## src/design/tmhc_pkg.sv

```systemverilog
package tmhc_pkg;

  // field widths
  localparam int unsigned RAW_W   = 12;
  localparam int unsigned CFG_W   = 14;
  localparam int unsigned TIME_W  = 32;
  localparam int unsigned SCR_W   = 9;
  localparam int unsigned ACT_W   = 4;
  localparam int unsigned IDX_W   = 2;

  // internal widths, sized for screen limits up to 4095
  localparam int unsigned COORD_W = 12;
  localparam int unsigned DIFF_W  = 14;  // magnitude of raw - bound and of span
  localparam int unsigned QUO_W   = 13;  // quotient bits kept; more means clamp
  localparam int unsigned PROD_W  = DIFF_W + COORD_W;
  localparam int unsigned CNT_W   = $clog2(QUO_W);

  // parameter defaults
  localparam int unsigned DEF_LOCKOUT_MS   = 180;
  localparam int unsigned DEF_SCREEN_X_MAX = 479;
  localparam int unsigned DEF_SCREEN_Y_MAX = 319;

  // register reset values
  localparam logic [CFG_W-1:0] RST_X_LEFT   = CFG_W'(0);
  localparam logic [CFG_W-1:0] RST_X_RIGHT  = CFG_W'(4095);
  localparam logic [CFG_W-1:0] RST_Y_TOP    = CFG_W'(0);
  localparam logic [CFG_W-1:0] RST_Y_BOTTOM = CFG_W'(4095);

  // touch zones
  localparam logic [COORD_W-1:0] STATUS_ROW   = COORD_W'(266);
  localparam logic [COORD_W-1:0] STATUS_COL_A = COORD_W'(112);
  localparam logic [COORD_W-1:0] STATUS_COL_B = COORD_W'(336);
  localparam logic [COORD_W-1:0] HEADER_ROW   = COORD_W'(80);
  localparam logic [COORD_W-1:0] HEADER_COL   = COORD_W'(355);
  localparam logic [COORD_W-1:0] BAND_ROW_LO  = COORD_W'(250 - 16);
  localparam logic [COORD_W-1:0] BAND_ROW_HI  = COORD_W'(319);
  localparam logic [COORD_W-1:0] RANGE_COL_A  = COORD_W'(120);
  localparam logic [COORD_W-1:0] RANGE_COL_B  = COORD_W'(240);
  localparam logic [COORD_W-1:0] RANGE_COL_C  = COORD_W'(360);

  typedef enum logic [ACT_W-1:0] {
    ACT_NONE      = 4'd0,
    ACT_DASHBOARD = 4'd1,
    ACT_CALIBRATE = 4'd2,
    ACT_CLK_FMT   = 4'd3,
    ACT_STATUS    = 4'd4,
    ACT_RANGE_3H  = 4'd5,
    ACT_RANGE_6H  = 4'd6,
    ACT_RANGE_12H = 4'd7,
    ACT_RANGE_24H = 4'd8
  } action_e;

  typedef enum logic [IDX_W-1:0] {
    CFG_X_LEFT   = 2'd0,
    CFG_X_RIGHT  = 2'd1,
    CFG_Y_TOP    = 2'd2,
    CFG_Y_BOTTOM = 2'd3
  } cfg_idx_e;

  typedef struct packed {
    logic              touch_down;
    logic [RAW_W-1:0]  raw_x;
    logic [RAW_W-1:0]  raw_y;
    logic [TIME_W-1:0] time_ms;
    logic              on_status_screen;
  } sample_t;

  typedef struct packed {
    logic [ACT_W-1:0] action;
    logic             press_accepted;
    logic [SCR_W-1:0] screen_x;
    logic [SCR_W-1:0] screen_y;
  } result_t;

  typedef struct packed {
    logic             start;
    logic [RAW_W-1:0] raw;
    logic [CFG_W-1:0] lo;
    logic [CFG_W-1:0] hi;
  } lane_cmd_t;

  typedef struct packed {
    logic               done;
    logic [COORD_W-1:0] value;
  } lane_res_t;

endpackage

```

## src/design/tmhc_if.sv

```systemverilog
interface tmhc_sample_if;
  import tmhc_pkg::*;
  logic    valid;
  logic    ready;
  sample_t data;
  modport source (output valid, output data, input ready);
  modport sink   (input valid, input data, output ready);
endinterface

interface tmhc_result_if;
  import tmhc_pkg::*;
  logic    valid;
  logic    ready;
  result_t data;
  modport source (output valid, output data, input ready);
  modport sink   (input valid, input data, output ready);
endinterface

```

## src/design/tmhc_axis.sv

```systemverilog
module tmhc_axis #(
  parameter int unsigned TOP = tmhc_pkg::DEF_SCREEN_X_MAX
) (
  input  logic                clk_i,
  input  logic                rst_ni,
  input  tmhc_pkg::lane_cmd_t cmd_i,
  output tmhc_pkg::lane_res_t res_o
);
  import tmhc_pkg::*;

  localparam logic [COORD_W-1:0] TopC = COORD_W'(TOP);
  localparam int unsigned        SW   = DIFF_W + 2;

  typedef enum logic [4:0] {
    PH_IDLE = 5'b00001,
    PH_MUL  = 5'b00010,
    PH_CHK  = 5'b00100,
    PH_DIV  = 5'b01000,
    PH_DONE = 5'b10000
  } phase_e;

  phase_e              phase_q, phase_d;
  logic                neg_q, zero_q, ovf_q;
  logic [DIFF_W-1:0]   nmag_q, dmag_q, rem_q;
  logic [PROD_W-1:0]   prod_q;
  logic [QUO_W-1:0]    sh_q;
  logic [CNT_W-1:0]    cnt_q;

  logic signed [SW-1:0] num_s, den_s;
  logic [SW-1:0]        num_abs, den_abs;
  logic [DIFF_W:0]      trial, trial_sub;
  logic                 ge;

  // signed differences of the raw sample and the span against the low bound
  assign num_s   = $signed({{(SW-RAW_W){1'b0}}, cmd_i.raw})
                 - $signed({{(SW-CFG_W){cmd_i.lo[CFG_W-1]}}, cmd_i.lo});
  assign den_s   = $signed({{(SW-CFG_W){cmd_i.hi[CFG_W-1]}}, cmd_i.hi})
                 - $signed({{(SW-CFG_W){cmd_i.lo[CFG_W-1]}}, cmd_i.lo});
  assign num_abs = num_s[SW-1] ? SW'(-num_s) : SW'(num_s);
  assign den_abs = den_s[SW-1] ? SW'(-den_s) : SW'(den_s);

  // restoring division step, one quotient bit a cycle
  assign trial     = {rem_q, sh_q[QUO_W-1]};
  assign ge        = trial >= {1'b0, dmag_q};
  assign trial_sub = trial - {1'b0, dmag_q};

  always_comb begin
    phase_d = phase_q;
    case (phase_q)
      PH_IDLE: if (cmd_i.start) phase_d = PH_MUL;
      PH_MUL:  phase_d = PH_CHK;
      PH_CHK:  phase_d = PH_DIV;
      PH_DIV:  if (cnt_q == '0) phase_d = PH_DONE;
      PH_DONE: phase_d = PH_IDLE;
      default: phase_d = PH_IDLE;
    endcase
  end

  always_ff @(posedge clk_i or negedge rst_ni) begin
    if (!rst_ni) begin
      phase_q <= PH_IDLE;
    end else begin
      phase_q <= phase_d;
    end
  end

  always_ff @(posedge clk_i) begin
    case (phase_q)
      PH_IDLE: begin
        nmag_q <= num_abs[DIFF_W-1:0];
        dmag_q <= den_abs[DIFF_W-1:0];
        neg_q  <= num_s[SW-1] ^ den_s[SW-1];
        zero_q <= (den_s == '0);
      end
      PH_MUL: prod_q <= PROD_W'(nmag_q) * PROD_W'(TopC);
      PH_CHK: begin
        // quotient of 2^QUO_W or more is beyond any screen limit
        ovf_q <= {1'b0, prod_q} >= {dmag_q, {QUO_W{1'b0}}};
        rem_q <= DIFF_W'(prod_q[PROD_W-1:QUO_W]);
        sh_q  <= prod_q[QUO_W-1:0];
        cnt_q <= CNT_W'(QUO_W - 1);
      end
      PH_DIV: begin
        rem_q <= ge ? trial_sub[DIFF_W-1:0] : trial[DIFF_W-1:0];
        sh_q  <= {sh_q[QUO_W-2:0], ge};
        cnt_q <= cnt_q - 1'b1;
      end
      default: ;
    endcase
  end

  always_comb begin
    res_o.done = (phase_q == PH_DONE);
    if (zero_q || neg_q) begin
      res_o.value = '0;
    end else if (ovf_q || (sh_q > QUO_W'(TopC))) begin
      res_o.value = TopC;
    end else begin
      res_o.value = sh_q[COORD_W-1:0];
    end
  end

endmodule

```

## src/design/tmhc_zone.sv

```systemverilog
module tmhc_zone (
  input  logic [tmhc_pkg::COORD_W-1:0] x_i,
  input  logic [tmhc_pkg::COORD_W-1:0] y_i,
  input  logic                         status_i,
  output tmhc_pkg::action_e            action_o
);
  import tmhc_pkg::*;

  always_comb begin
    action_o = ACT_NONE;
    if (status_i) begin
      if (y_i >= STATUS_ROW) begin
        if (x_i < STATUS_COL_A)      action_o = ACT_DASHBOARD;
        else if (x_i < STATUS_COL_B) action_o = ACT_CALIBRATE;
        else                         action_o = ACT_CLK_FMT;
      end
    end else if (y_i <= HEADER_ROW && x_i >= HEADER_COL) begin
      action_o = ACT_STATUS;
    end else if (y_i >= BAND_ROW_LO && y_i <= BAND_ROW_HI) begin
      if (x_i < RANGE_COL_A)      action_o = ACT_RANGE_3H;
      else if (x_i < RANGE_COL_B) action_o = ACT_RANGE_6H;
      else if (x_i < RANGE_COL_C) action_o = ACT_RANGE_12H;
      else                        action_o = ACT_RANGE_24H;
    end
  end

endmodule

```

## src/design/touch_map_and_hit_classifier.sv

```systemverilog
// Channel   | Dir | Payload                                       | Handshake
// ----------+-----+-----------------------------------------------+------------
// sample_i  | in  | touch_down, raw_x, raw_y, time_ms, status flag | valid/ready
// result_o  | out | action, press_accepted, screen_x, screen_y     | valid/ready
// cfg_*_i   | in  | register index, 14-bit calibration bound       | write enable
//
// A new press passes through multiply, range check, 13 divider steps,
// write-back and emit before it loads the result register. Both axes run in
// parallel lanes, so the bit-serial divider sets how long a press takes. Any
// other sample goes straight to the emit state and loads the result from
// there. One request is in flight at a time; the next is taken as soon as the
// previous result sits in the output register. Reset is async, active low,
// and restores the calibration bounds. A stalled result holds the block in
// its emit state without losing anything.
module touch_map_and_hit_classifier #(
  parameter int unsigned LOCKOUT_MS   = tmhc_pkg::DEF_LOCKOUT_MS,
  parameter int unsigned SCREEN_X_MAX = tmhc_pkg::DEF_SCREEN_X_MAX,
  parameter int unsigned SCREEN_Y_MAX = tmhc_pkg::DEF_SCREEN_Y_MAX
) (
  input  logic                       clk_i,
  input  logic                       rst_ni,
  input  logic                       cfg_we_i,
  input  logic [tmhc_pkg::IDX_W-1:0] cfg_idx_i,
  input  logic [tmhc_pkg::CFG_W-1:0] cfg_data_i,
  tmhc_sample_if.sink                sample_i,
  tmhc_result_if.source              result_o
);
  import tmhc_pkg::*;

  typedef enum logic [2:0] {
    ST_IDLE = 3'b001,
    ST_CALC = 3'b010,
    ST_EMIT = 3'b100
  } state_e;

  state_e state_q, state_d;

  // calibration bounds
  logic [CFG_W-1:0] x_left_q, x_right_q, y_top_q, y_bottom_q;

  // press tracking
  logic               latched_q;
  logic [TIME_W-1:0]  last_time_q;
  logic [COORD_W-1:0] pos_x_q, pos_y_q;
  logic               new_press_q, status_q;

  // output register
  logic    res_valid_q;
  result_t res_q;

  logic      in_fire, out_free, lockout_ok, new_press;
  lane_cmd_t cmd_x, cmd_y;
  lane_res_t res_x, res_y;
  action_e   zone_act;

  assign in_fire  = sample_i.valid && sample_i.ready;
  assign out_free = !res_valid_q || result_o.ready;

  // elapsed time wraps modulo 2^32, as the timestamp does
  assign lockout_ok = (sample_i.data.time_ms - last_time_q) >= TIME_W'(LOCKOUT_MS);
  assign new_press  = sample_i.data.touch_down && !latched_q && lockout_ok;

  assign sample_i.ready = (state_q == ST_IDLE);
  assign result_o.valid = res_valid_q;
  assign result_o.data  = res_q;

  always_comb begin
    cmd_x.start = in_fire && new_press;
    cmd_x.raw   = sample_i.data.raw_x;
    cmd_x.lo    = x_left_q;
    cmd_x.hi    = x_right_q;
    cmd_y.start = in_fire && new_press;
    cmd_y.raw   = sample_i.data.raw_y;
    cmd_y.lo    = y_top_q;
    cmd_y.hi    = y_bottom_q;
  end

  tmhc_axis #(.TOP(SCREEN_X_MAX)) u_axis_x (
    .clk_i  (clk_i),
    .rst_ni (rst_ni),
    .cmd_i  (cmd_x),
    .res_o  (res_x)
  );

  tmhc_axis #(.TOP(SCREEN_Y_MAX)) u_axis_y (
    .clk_i  (clk_i),
    .rst_ni (rst_ni),
    .cmd_i  (cmd_y),
    .res_o  (res_y)
  );

  tmhc_zone u_zone (
    .x_i      (pos_x_q),
    .y_i      (pos_y_q),
    .status_i (status_q),
    .action_o (zone_act)
  );

  always_comb begin
    state_d = state_q;
    case (state_q)
      ST_IDLE: if (in_fire) state_d = new_press ? ST_CALC : ST_EMIT;
      // both lanes share one latency, x done means y done
      ST_CALC: if (res_x.done) state_d = ST_EMIT;
      ST_EMIT: if (out_free) state_d = ST_IDLE;
      default: state_d = ST_IDLE;
    endcase
  end

  always_ff @(posedge clk_i or negedge rst_ni) begin
    if (!rst_ni) begin
      state_q     <= ST_IDLE;
      x_left_q    <= RST_X_LEFT;
      x_right_q   <= RST_X_RIGHT;
      y_top_q     <= RST_Y_TOP;
      y_bottom_q  <= RST_Y_BOTTOM;
      latched_q   <= 1'b0;
      last_time_q <= '0;
      pos_x_q     <= '0;
      pos_y_q     <= '0;
      new_press_q <= 1'b0;
      status_q    <= 1'b0;
      res_valid_q <= 1'b0;
    end else begin
      state_q <= state_d;

      if (cfg_we_i) begin
        case (cfg_idx_i)
          CFG_X_LEFT:   x_left_q   <= cfg_data_i;
          CFG_X_RIGHT:  x_right_q  <= cfg_data_i;
          CFG_Y_TOP:    y_top_q    <= cfg_data_i;
          CFG_Y_BOTTOM: y_bottom_q <= cfg_data_i;
          default: ;
        endcase
      end

      if (in_fire) begin
        new_press_q <= new_press;
        status_q    <= sample_i.data.on_status_screen;
        if (new_press) begin
          latched_q   <= 1'b1;
          last_time_q <= sample_i.data.time_ms;
        end else if (!sample_i.data.touch_down) begin
          latched_q   <= 1'b0;
        end
      end

      if (state_q == ST_CALC && res_x.done) begin
        pos_x_q <= res_x.value;
        pos_y_q <= res_y.value;
      end

      if (state_q == ST_EMIT && out_free) begin
        res_valid_q <= 1'b1;
      end else if (result_o.ready) begin
        res_valid_q <= 1'b0;
      end
    end
  end

  // payload of the output register
  always_ff @(posedge clk_i) begin
    if (state_q == ST_EMIT && out_free) begin
      res_q.action         <= new_press_q ? zone_act : ACT_NONE;
      res_q.press_accepted <= new_press_q;
      res_q.screen_x       <= pos_x_q[SCR_W-1:0];
      res_q.screen_y       <= pos_y_q[SCR_W-1:0];
    end
  end

endmodule

```

## src/flat_wrapper.sv

```systemverilog
// flat-port wrapper written by rule: the top's interface ports become plain ports
module touch_map_and_hit_classifier_flat import tmhc_pkg::*;
#(
  parameter int unsigned LOCKOUT_MS   = tmhc_pkg::DEF_LOCKOUT_MS,
  parameter int unsigned SCREEN_X_MAX = tmhc_pkg::DEF_SCREEN_X_MAX,
  parameter int unsigned SCREEN_Y_MAX = tmhc_pkg::DEF_SCREEN_Y_MAX
)
  (clk_i, rst_ni, cfg_we_i, cfg_idx_i, cfg_data_i, sample_i_valid, sample_i_data, sample_i_ready, result_o_valid, result_o_data, result_o_ready);
  tmhc_sample_if sample_i_i ();
  tmhc_result_if result_o_i ();
  input  logic clk_i;
  input  logic rst_ni;
  input  logic cfg_we_i;
  input  logic [tmhc_pkg::IDX_W-1:0] cfg_idx_i;
  input  logic [tmhc_pkg::CFG_W-1:0] cfg_data_i;
  input wire logic [$bits(sample_i_i.valid)-1:0] sample_i_valid;
  input wire logic [$bits(sample_i_i.data)-1:0] sample_i_data;
  output wire logic [$bits(sample_i_i.ready)-1:0] sample_i_ready;
  output wire logic [$bits(result_o_i.valid)-1:0] result_o_valid;
  output wire logic [$bits(result_o_i.data)-1:0] result_o_data;
  input wire logic [$bits(result_o_i.ready)-1:0] result_o_ready;
  assign sample_i_i.valid = sample_i_valid;
  assign sample_i_i.data = sample_i_data;
  assign sample_i_ready = sample_i_i.ready;
  assign result_o_valid = result_o_i.valid;
  assign result_o_data = result_o_i.data;
  assign result_o_i.ready = result_o_ready;
  touch_map_and_hit_classifier #(.LOCKOUT_MS(LOCKOUT_MS), .SCREEN_X_MAX(SCREEN_X_MAX), .SCREEN_Y_MAX(SCREEN_Y_MAX)) u_core (.clk_i(clk_i), .rst_ni(rst_ni), .cfg_we_i(cfg_we_i), .cfg_idx_i(cfg_idx_i), .cfg_data_i(cfg_data_i), .sample_i(sample_i_i), .result_o(result_o_i));
endmodule
```

## config.mk

```make
export PLATFORM = sky130hd
export DESIGN_NAME = touch_map_and_hit_classifier_flat
export DESIGN_NICKNAME = d
export VERILOG_FILES = /design/src/design/tmhc_pkg.sv /design/src/design/tmhc_if.sv /design/src/design/tmhc_axis.sv /design/src/design/tmhc_zone.sv /design/src/design/touch_map_and_hit_classifier.sv /design/src/flat_wrapper.sv
export SDC_FILE = /design/constraint.sdc
export NUM_CORES = 1
export LEC_CHECK = 0
export ABC_CLOCK_PERIOD_IN_PS = 15640
export BUFFER_PORTS_ARGS = -buffer_cell sky130_fd_sc_hd__buf_2
export CORE_MARGIN = 2
export CORE_UTILIZATION = 45
export DETAILED_ROUTE_END_ITERATION = 6
export GPL_ROUTABILITY_DRIVEN = 1
export PLACE_DENSITY = 0.71
export SYNTH_ARGS = -nofsm -noshare
export SYNTH_HDL_FRONTEND = slang
export SYNTH_SLANG_ARGS = --single-unit
export TNS_END_PERCENT = 5
```

## constraint.sdc

```tcl
create_clock -name clk_i -period 15.64 [get_ports clk_i]
set_input_delay 0.782 -clock clk_i [delete_from_list [all_inputs] [get_ports clk_i]]
set_output_delay 0.782 -clock clk_i [all_outputs]
set_load 0.01 [all_outputs]
```

# After elaboration in Yosys (flattened, before gate mapping)
# Cells that the tools add are included.
dict set report classes {
  order_cmp 17
  add_sub_neg 13
  multipliers 2
  eq_ne 23
  n_reduce_logical 32
  n_mux 39
  bitwise 2
}
# cell count
set ops {}
lappend ops {{14-bit two-way mux} 6}
lappend ops {{14-bit negator} 4}
lappend ops {{14-bit one-hot mux with 2 select lines} 2}
lappend ops {{23-bit by 27-bit greater-or-equal comparator with 1-bit output} 2}
lappend ops {{13-bit one-hot mux with 2 select lines} 2}
lappend ops {{12-bit two-way mux} 4}
lappend ops {{14-bit by 9-bit multiplier with 23-bit output, second input constant} 2}
lappend ops {{5-bit one-hot mux with 4 select lines} 2}
lappend ops {{32-bit by 8-bit greater-or-equal comparator with 1-bit output, second input constant} 1}
lappend ops {{16-bit zero test} 2}
lappend ops {{32-bit subtractor} 1}
lappend ops {{15-bit by 14-bit greater-or-equal comparator with 1-bit output} 2}
lappend ops {{13-bit by 14-bit subtractor with 15-bit output} 2}
lappend ops {{14-bit by 14-bit subtractor with 15-bit output} 2}
lappend ops {{14-bit subtractor} 2}
lappend ops {{13-bit by 9-bit greater-than comparator with 1-bit output, second input constant} 2}
lappend ops {{12-bit by 9-bit greater-or-equal comparator with 1-bit output, second input constant} 2}
lappend ops {{12-bit by 7-bit less-than comparator with 1-bit output, second input constant} 2}
lappend ops {{12-bit by 9-bit less-than comparator with 1-bit output, second input constant} 2}
lappend ops {{4-bit two-way mux} 6}
lappend ops {{4-bit one-hot mux with 2 select lines} 2}
lappend ops {{2-bit AND reduction} 8}
lappend ops {{5-bit two-way mux} 3}
lappend ops {{12-bit by 8-bit greater-or-equal comparator with 1-bit output, second input constant} 1}
lappend ops {{28 further kinds} 64}
dict set report totals {
  in_bits 79
  reg_bits 322
  wordCells 164
}

# Logic depth before layout (Yosys ltp)
dict set report depth {
  word_depth 7
  mapped_depth 19
  mapped_depth_nobuf 19
}

# By module
# From an unflattened synthesis, not the netlist that was laid out.
dict set report unflattened {
  cells_unflattened 2587
  hier_area_um2 25832.3
}
# module area_per_inst_um2 cells_per_inst seq_area_each_um2 n_inst
set modules_own_cells {}
lappend modules_own_cells {{tmhc_axis (u_core.u_axis_x)} 9195.1 966 2678.8 1}
lappend modules_own_cells {{tmhc_axis (u_core.u_axis_y)} 8677.1 908 2678.8 1}
lappend modules_own_cells {touch_map_and_hit_classifier 7691.1 671 3699.8 1}
lappend modules_own_cells {tmhc_zone 269.0 42 0.0 1}

# Worst setup path before layout
# OpenSTA, ideal clock, no wires.
dict set report synth_timing {
  path_type {flip-flop to flip-flop}
  from {register u_core.u_axis_x.nmag_q[5]}
  to {register u_core.u_axis_x.prod_q[22], data pin}
  synth_period_minus_slack_ns 5.133
  t_arrival_ns 4.873
  setup_ns 0.259
  stages_incl_launch_ff 19
  setup_slack_ns 10.507
  path_cell_list {edfxtp_1 -> inv_1 -> fa_1 -> inv_1 -> fa_1 -> inv_1 -> fa_1 -> fa_1 -> inv_1 -> ha_1 -> o21a_1 -> o31ai_1 -> a21oi_1 -> a41oi_1 -> a21oi_1 -> and4_1 -> a2111oi_0 -> a21oi_1 -> xnor2_1}
}
dict set report synth_via {
  elab_chain_cells 1
}
# element line
set synth_lines {}
lappend synth_lines {{start, declared} tmhc_axis.sv:24} ;# logic [DIFF_W-1:0] nmag_q, dmag_q, rem_q;
lappend synth_lines {{start signal, assigned} tmhc_axis.sv:70} ;# nmag_q <= num_abs[DIFF_W-1:0];
lappend synth_lines {{14-bit by 9-bit multiplier with 23-bit output} tmhc_axis.sv:75} ;# PH_MUL: prod_q <= PROD_W'(nmag_q) * PROD_W'(TopC);
lappend synth_lines {{end signal, assigned} tmhc_axis.sv:75}
lappend synth_lines {{end, declared} tmhc_axis.sv:25} ;# logic [PROD_W-1:0] prod_q;
# Every way passes these cells.
# A chain may end at the register's enable or synchronous reset.

# Worst setup path in the final report
# Ends and elaborated chain as after synthesis.

==> results.cfg <==
[worst_setup_path]
worst_setup_path_end_kind = flop
crit_chain = inv_1, fa_1, inv_1, fa_1, inv_1, fa_1, fa_1, inv_1, ha_1, o21a_1, o31ai_1, a21oi_1, a41oi_1, a21oi_1, and4_1, a2111oi_0, a21oi_1, xnor2_1
critPathMaxFanout = 5
max_stage_delay_ns = 0.70
r2r_end = u_core.u_axis_x.prod_q[22]$_DFFE_PP_
crit_family = adder cells
crit_buf_inv = 4
cp_data_arrival_time_ns = 5.97
cpMaxStageDelayCell = a2111oi_0
rr_startpoint = u_core.u_axis_x.nmag_q[5]$_DFFE_PP_
critical_path_class = flop to flop
cp.required_ns = 15.93
start_kind = flop
rr_worst_depth = 18
r2r_setup_slack_ns = 9.96

[route]
wl_um = 54400
drtIter0Drc = 1154
viasPerCell = 5.44
first_pass_iters = 5
wl_per_cell_um = 16.9
remaining_drc_errors = 0
drtAntennaViolNets = 0
vias = 17545

[synthesis]
synthAdderAreaFrac_pct = 21.3
ys_types = 90
synthArstFlopShare_pct = 40.1
yosys.area.top_type_share_pct = 23.6
synth.net_count = 2822
synth_edf_count = 193
synth_top_cell_by_area = edfxtp_1
syn_avg_cell_area_sq_um = 10.3
synth_area_sq_um = 24600
synth.most_common_cell = inv_1
yosys-top-cells-count = inv_1 (326), ha_1 (238), edfxtp_1 (193)
synthCells = 2392
yosys_warnings = 0
synthFlopType = edfxtp_1
synth_compound_area_share_pct = 12.6
synth_top_family_by_area = adder cells
synth-xor-area-share_pct = 5.53
synth-seq-cells = 322
synthTopCellsByArea = edfxtp_1 (24%), ha_1 (12%), dfrtp_1 (10%), fa_1 (9.2%), inv_1 (5.0%)
synth_mux_area_share_pct = 5.83
yosys.area_share.simple_pct = 11.9
ys_seq_area_share_pct = 36.9

[placed_design]
place_congestion = 0.875
numPortBuffers = 103
dp_hpwl_um = 42900

[finish]
area_delta_synth_final_pct = 11.2
layout.nets = 2930
diodes = 0
drive_above_1_share_pct = 13.9

[die]
fp.dieW_um = 238
pin_count = 104
coreArea_sq_um = 53900
die_area_sq_um = 56500
die_y_um = 238
initial_core_util_pct = 45.6
num_rows = 85

[clock_network]
cts_resized = 0
cts_root_buf = clkbuf_16
numCtsBuffers = 40
clk_pin_slew_ns = 0.06
cts_hold_buf = 0
clock_latency_ns = 0.56
htreeDepth = 2
clock-sinks = 322
clk_path_buf_depth = 3
cts_setup_buffers = 0
cts_tree = yes

[timing]
worst_pin_slew_ns = 1.18
slew_headroom_pct = 21.4
final.setup_skew_ns = 0.0206
fmax_ghz = 0.176
finalMaxSlewViolations = 0
finalHoldViolCount = 0
period_share_pct = 36.3
period_needed_ns = 5.68
setup_viol = 0
rsz0062_at_grt = no
setup_tns_ns = 0

[grt]
grt_pass1_vias = 18110
antenna_found_initial = 0
grt_start_max_net_pins = 67
grt_pass1_wl_um = 90800
grt_overflow = 0
grt_usage_pct = 19.6

[worst_hold_path]
min_path_type = input pin to asynchronous set/reset pin

[job]
maxCapViolations = 0

[run_status]
status = completed
per-stage QoR:
step / util, % / area, sq um / hold WS [ns] / instances / setup slack, ns
global placement: 47.9 / 25800 / 0.465 / 3154 / 10.19
global route: 50.7 / 27300 / 0.281 / 3228 / 9.46
finish: 50.7 / 27300 / 0.233 / 3228 / 9.96
floorplan: - / 24600 / 0.438 / 2392 / 10.51
CTS: 50.7 / 27300 / 0.253 / 3228 / 10.00
detailed placement: 47.9 / 25800 / 0.462 / 3154 / 10.03
worst max-delay path by stage:
stage / startpoint / end / slack [ns] / depth (start not counted)
after CTS: u_core.u_axis_x.nmag_q[5]$_DFFE_PP_ / u_core.u_axis_x.prod_q[22]$_DFFE_PP_ / 10.00 / 18
final: u_core.u_axis_x.nmag_q[5]$_DFFE_PP_ / u_core.u_axis_x.prod_q[22]$_DFFE_PP_ / 9.96 / 18
after detailed placement: u_core.u_axis_x.nmag_q[5]$_DFFE_PP_ / u_core.u_axis_x.prod_q[22]$_DFFE_PP_ / 10.03 / 18
after global routing: u_core.u_axis_x.nmag_q[5]$_DFFE_PP_ / u_core.u_axis_x.prod_q[22]$_DFFE_PP_ / 9.46 / 18
after global placement: u_core.u_axis_x.nmag_q[5]$_DFFE_PP_ / u_core.u_axis_x.prod_q[22]$_DFFE_PP_ / 10.19 / 18
after floorplan: u_core.u_axis_x.nmag_q[5]$_DFFE_PP_ / u_core.u_axis_x.prod_q[22]$_DFFE_PP_ / 10.51 / 18
routing by layer:
layer	track usage [%]	routed length, um
met4	5.58	1300
met1	26.1	25000
met5	0	0
met3	2.19	1890
met2	33.9	26200
layout make-up:
cell class / count / area [sq um]
clock buffers: 46 / 1080
inverters: 328 / 1230
repair buffers: 113 / 597
flip-flops and latches: 322 / 9060
fillers: 4720 / 26600
clock inverters: 28 / 388
well taps: 696 / 871
multi-input cells: 1695 / 14100
state kept, by name, indices dropped and copies added, names as in the netlist, 23 cells and up:
signal,flops
u_core.last_time_q,32
u_core.u_axis_y.prod_q,23
u_core.u_axis_x.prod_q,23
u_core.result_o.data,23
cell usage in the layout, fill, tap and decap left out, types with 45 or more instances in the layout:
| cell | n |
|---|---|
| dfrtp_1 | 102 |
| o21a_1 | 45 |
| edfxtp_1 | 193 |
| fa_1 | 113 |
| o21ai_0 | 137 |
| buf_2 | 102 |
| nor3_1 | 58 |
| inv_1 | 326 |
| mux2_2 | 92 |
| a21oi_1 | 107 |
| nor2_1 | 147 |
| xnor2_1 | 116 |
| ha_1 | 238 |
| nand2_1 | 127 |
kinds of logic (layout without fill, tap and decap cells):
family	Yosys count	count (layout)
and+or+nand+nor	583	583
xor gates and xnor gates	155	155
buffers and inverters	375	515
DFF	322	322
muxes	125	125
adders and majority gates	351	351
AOI/OAI and AO/OA	481	481
Power is not shown: default switching activity piles up to over one toggle a cycle in this logic, so the estimate is an artifact.
